==> src/design/tfg_divider.sv <==
// Restoring divider: quotient and remainder of a 48-bit numerator by a 17-bit divisor.
module tfg_divider (
	input  logic        clk,
	input  logic        arst_n,
	input  logic        go,
	input  logic [47:0] num,
	input  logic [16:0] den,
	output logic        done,
	output logic [47:0] quot,
	output logic [16:0] rem
);
	logic [5:0] cnt_q;
	logic busy_q;
	logic [47:0] q_q;
	logic [17:0] r_q;
	logic [17:0] trial;

	assign trial = {r_q[16:0], q_q[47]} - {1'b0, den};

	always_ff @(posedge clk or negedge arst_n) begin
		if (!arst_n) begin
			busy_q <= 1'b0;
			cnt_q <= '0;
			done <= 1'b0;
		end else begin
			done <= 1'b0;
			if (go) begin
				busy_q <= 1'b1;
				cnt_q <= 6'd0;
			end else if (busy_q) begin
				cnt_q <= cnt_q + 6'd1;
				if (cnt_q == 6'd47) begin
					busy_q <= 1'b0;
					done <= 1'b1;
				end
			end
		end
	end

	always_ff @(posedge clk) begin
		if (go) begin
			q_q <= num;
			r_q <= '0;
		end else if (busy_q) begin
			if (!trial[17]) begin
				r_q <= trial;
				q_q <= {q_q[46:0], 1'b1};
			end else begin
				r_q <= {r_q[16:0], q_q[47]};
				q_q <= {q_q[46:0], 1'b0};
			end
		end
	end

	assign quot = q_q;
	assign rem = r_q[16:0];
endmodule

==> config.mk <==
export PLATFORM = sky130hd
export DESIGN_NAME = tfg_divider
export DESIGN_NICKNAME = d
export VERILOG_FILES = /design/src/design/tfg_divider.sv
export SDC_FILE = /design/constraint.sdc
export NUM_CORES = 1
export LEC_CHECK = 0
export ABC_AREA = 1
export BUFFER_PORTS_ARGS = -buffer_cell sky130_fd_sc_hd__buf_4
export CAP_MARGIN = 20
export CORE_ASPECT_RATIO = 2
export CORE_MARGIN = 2
export CORE_UTILIZATION = 50
export DETAILED_ROUTE_END_ITERATION = 8
export MAX_ROUTING_LAYER = met4
export PLACE_DENSITY = 0.88
export SYNTH_ARGS = -nofsm -noshare
export SYNTH_HDL_FRONTEND = slang
export SYNTH_SLANG_ARGS = --single-unit
==> constraint.sdc <==
create_clock -name clk -period 3.65 [get_ports clk]
set_input_delay 0.1825 -clock clk [delete_from_list [all_inputs] [get_ports clk]]
set_output_delay 0.1825 -clock clk [all_outputs]
set_load 0.01 [all_outputs]
**After elaboration in Yosys (flattened, before gate mapping)**

Cells that the tools add are included.

- Register bits after elaboration: 73
- Bits of input ports: 68
- Output and inout port bits: 66
- Logic and storage cells: 21

- Reductions and logical operators: 1
- $add $sub $neg: 2
- Eq/ne operators: 1
- Multiplexer cells: 12

Operators with widths:

| operator | number |
|---|---|
| $mux W48 | 2 |
| $sub A18 B17 Y18 | 1 |
| $mux W17 | 1 |
| $mux W6 | 2 |
| $mux W1 | 7 |
| $add A6 B1 Y6 const B | 1 |
| $eq A6 B6 Y1 const B | 1 |
| $reduce_bool A2 Y1 | 1 |

**Depth between registers and ports, before layout**

- Depth after elaboration: 4
- Mapped depth: 16
- Gate-level depth less buffers: 15

**Worst setup path after synthesis**

OpenSTA, ideal clock, no wires.

- Path type: input to register
- Start point: input port go
- End point: register q_q[0] (netlist: quot[0]) (enable)
- Arrival: 1.577 ns
- Slack: 1.671 ns
- Buffers on the path: 2
- Required time: 3.248 ns
- Library setup time: 0.402 ns
- Stages on the path: 4
- Path through: clkbuf_1 nor2_1 buf_2 inv_1

- Longest elaborated chain between the ends: 1

Ends and longest elaborated chain:

| item | line | source |
|---|---|---|
| from (decl) | 5 | `input logic go,` |
| $reduce_bool A2 Y1 (no source line) | -- |  |
| to (signal assigned) | 42 | `q_q <= num;` |
| to (signal assigned) | 47 | `q_q <= {q_q[46:0], 1'b1};` |
| to (signal assigned) | 50 | `q_q <= {q_q[46:0], 1'b0};` |
| to (decl) | 14 | `logic [47:0] q_q;` |

Every way passes these cells.
A chain may end at the register's enable or synchronous reset.

**Final worst setup path**

- Start point: register q_q[47] (netlist: quot[47])
- End point: register r_q[12]

- Longest elaborated chain between the ends: 2

Ends and longest elaborated chain:

| item | line | source |
|---|---|---|
| $sub A18 B17 Y18 | 18 | `assign trial = {r_q[16:0], q_q[47]} - {1'b0, den};` |
| $mux W17 | 45 | `if (!trial[17]) begin` |
| to (signal assigned) | 46 | `r_q <= trial;` |
| to (signal assigned) | 49 | `r_q <= {r_q[16:0], q_q[47]};` |
| to (decl) | 15 | `logic [17:0] r_q;` |

Every way passes these cells.

==> flow_summary.toml <==
[status]
outcome = "complete, no violations"

[yosys]
synthCells = 613
synth_top_area_share_pct = 32.2
synth_area_leaders = "edfxtp_1 32%, nand2_1 24%, dfxtp_1 7.6%, inv_1 7.4%, nand3_1 5.4%"
ys_warn_count = 0
avgSynthCellArea_um2 = 7.30
synth_area_leader_cell = "edfxtp_1"
syn_nets = 700
synth.yosys.seq_area_share_pct = 44.3
synth-seq-cells = 73
synth_area_um2 = 4470
ys_types = 34

[global_routing]
grt_pass1_vias = 4365
antenna_found_initial = 0
grt_use_met2_pct = 49.0
grt_util_met1_pct = 26.9
use_met3_pct = 4.97
gr-total-overflow = 0
grt_pass1_wl_um = 20000
grt-busiest-layer = "met2"
track_usage_pct = 26.9
grt_start_max_net_pins = 54

[finish]
area_growth_pct = 30.0
finish.instance_area_um2 = 5820
diodes = 0
stdcell_count = 848
finish.utilization_pct = 67.3
nets = 830
drive_gt1_share_pct = 23.1

[placed_design]
dp.cells = 831
place_ws_ns = 1.42
dpl_cell_area_um2 = 5510
gp_congestion = 0.922
hpwlAfterDp_um = 9500
numPortBuffers = 133

[sta]
timing.fmax_mhz = 437
timing.final.ws_setup_ns = 1.36
period_share_pct = 62.7
relSlewSlack_pct = 33.6
hold_ws_ns = 0.118
finalSetupTns_ns = 0
final-setup-viol-count = 0
worstMarginPinSlew_ns = 0.994
hold_viol_final = 0
fin_worst_skew_ns = 0.0103
rsz0062_at_grt = "no"
fin_crit_ns = 2.29
drv_slew = 0

[clocking]
clkTransAtPathRegs_ns = 0.07
insertion_delay_ns = 0.33
cts_tree = "done"
clkSinkCount = 73
cts_max_level = 3
root_buffer = "clkbuf_16"
cts_buffer_depth = 2
cts_resized = 0
cts_setup_buffers = 0
numCtsBuffers = 9

[floorplan]
die_h_um = 138
core-area_um2 = 8650
io_pins = 134
start_util_pct = 51.7
rows = 48
fp.dieW_um = 70.9
dieArea_um2 = 9760

[detailed_routing]
wl_per_cell_um = 14.7
drc = 0
wirelength_um = 12400
via_count = 4339
drtIter0Drc = 224
via_per_inst = 5.12
first_pass_iters = 4
ant_nets = 0

[pwr]
clkPwrFrac_pct = 24.4
power_frac_comb_pct = 44.0
powerDensity_nw_per_um2 = 631
switching_power_mw = 1.47
p_total_mw = 3.67
seqPwrFrac_pct = 31.6
cell_internal_pwr_mw = 2.20
p_sw_share_pct = 40.1
leakage_nw = 3.24
ir_drop_mv = 0.396

[critical_path]
endpoint_kind = "flip-flop"
rr_endpoint = "r_q[12]"
path_cells = "inv_1 -> ha_1 -> fa_1 -> nor2_1 -> o21ai_0 -> nand2_1 -> nand3_1 -> nand2_1 -> nand2_1 -> nand2_1 -> nand2_1 -> nand3_1 -> nand2_1"
r2r_setup_slack_ns = 1.36
max_stage_delay_ns = 0.46
path_max_fanout = 3
reg2reg_depth = 13
cp_common_cell = "nand2_1"
critPathTopFamily = "simple AND/OR/NAND/NOR gates"
critPathKind = "flip-flop to flip-flop"
cp-start-kind = "flip-flop"
slowest_stage = "fa_1"
cp.required_ns = 3.87
arrival_ns = 2.51
reg2reg_from = "quot[47]"
crit_buf_inv = 1

[min_path]
whs_endpoint = "quot[31]"
holdCritStartpoint = "num[31]"
hp-class = "primary input to flip-flop"
hold_path_depth = 3

[flow_run]
max_cap_viol_count = 0
==> tightest hold or removal path, stage by stage <==
cell and delay, ns:
buf_4 0.08, nand2_1 0.04, nand2_1 0.05
==> synthesized netlist by cell type <==
cell type / instances
clkbuf_1: 10
xnor2_1: 4
nor3_1: 5
a21oi_1: 12
nand4_1: 3
nand3_1: 48
nor3_4: 1
and3_1: 2
nand2_1: 281
xor2_1: 4
dfrtp_1: 8
ha_1: 18
nand2_2: 10
o21ai_0: 8
buf_12: 1
and2_1: 1
nand3b_1: 2
fa_1: 1
edfxtp_1: 48
or2_2: 1
inv_2: 2
clkbuf_8: 1
buf_6: 1
clkinv_1: 1
nor2_1: 22
nand2_4: 3
dfxtp_1: 17
buf_1: 1
a22o_1: 1
nand3_4: 1
inv_1: 88
buf_2: 3
nand3_2: 2
nor2_2: 2
==> cell type report <==
| class | instances | area, um^2 |
|---|---|---|
| well taps | 100 | 125 |
| clock buffers | 10 | 229 |
| clock inverters | 6 | 67.6 |
| inverters | 91 | 342 |
| repair buffers | 136 | 1020 |
| fillers | 734 | 2830 |
| multi-input cells | 432 | 2050 |
| flip-flops and latches | 73 | 1980 |
==> cell families (layout without fill, tap and decap cells) <==
| family | Yosys count | after routing | share of synthesized area [%] |
|---|---|---|---|
| buf+inv | 108 | 243 | 9.90 |
| fa+ha+maj | 19 | 19 | 5.48 |
| flops | 73 | 73 | 44.3 |
| xor+xnor | 8 | 8 | 1.57 |
| compound gates | 21 | 21 | 2.43 |
| simple gates | 384 | 384 | 36.3 |
==> cells in the final DEF (no fill, tap or decap), types with 2 or more instances in the layout <==
cell / Yosys / final
nand2_2: 10 / 10
inv_6: 0 / 2
buf_4: 0 / 135
ha_1: 18 / 18
xor2_1: 4 / 4
nand3_1: 48 / 48
nand2_4: 3 / 3
inv_2: 2 / 3
nor2_2: 2 / 2
clkinvlp_4: 0 / 2
nand3_2: 2 / 2
edfxtp_1: 48 / 48
inv_1: 88 / 87
nand2_1: 281 / 281
and3_1: 2 / 2
nor2_1: 22 / 22
clkbuf_16: 0 / 9
nand4_1: 3 / 3
xnor2_1: 4 / 4
dfxtp_1: 17 / 17
o21ai_0: 8 / 8
dfrtp_1: 8 / 8
nor3_1: 5 / 5
a21oi_1: 12 / 12
nand3b_1: 2 / 2
==> how the worst max path moves through the flow <==
| stage | start | endpoint | slack [ns] | depth (start not counted) |
|---|---|---|---|---|
| after floorplan | go | quot[0] | 1.67 | 4 |
| after detailed placement | r_q[13] | r_q[12] | 1.42 | 9 |
| final | quot[47] | r_q[12] | 1.36 | 13 |
| after global routing | quot[47] | r_q[12] | 1.18 | 13 |
| after CTS | r_q[13] | r_q[12] | 1.41 | 9 |
| after global placement | r_q[13] | r_q[9] | 1.45 | 9 |
==> power by group through the flow <==
stage               registers [mW]  logic, mW  clock network, mW
finish                        1.16       1.61              0.894
global route                  1.18       1.81              0.931
CTS                           1.16       1.61              0.900
detailed placement            1.17       1.60                  0
global placement              1.17       1.56                  0
floorplan                     1.20       1.06                  0
==> what timing repair did <==
action	CTS	global route
hold buffers	1	0
hold endpoints to repair	8	0
setup endpoints to repair	0	0
==> flip-flops by register name, indices dropped and copies added (netlist names) <==
register  cells
r_q          17
done          1
quot         48
cnt_q         6
busy_q        1
==> routing by layer <==
metal	vias up	routed length, um
li1	2169	-
met1	1979	4440
met2	156	6750
met3	35	747
met4	0	509
met5	-	0
No activity file was read; power rests on OpenSTA's default activity.
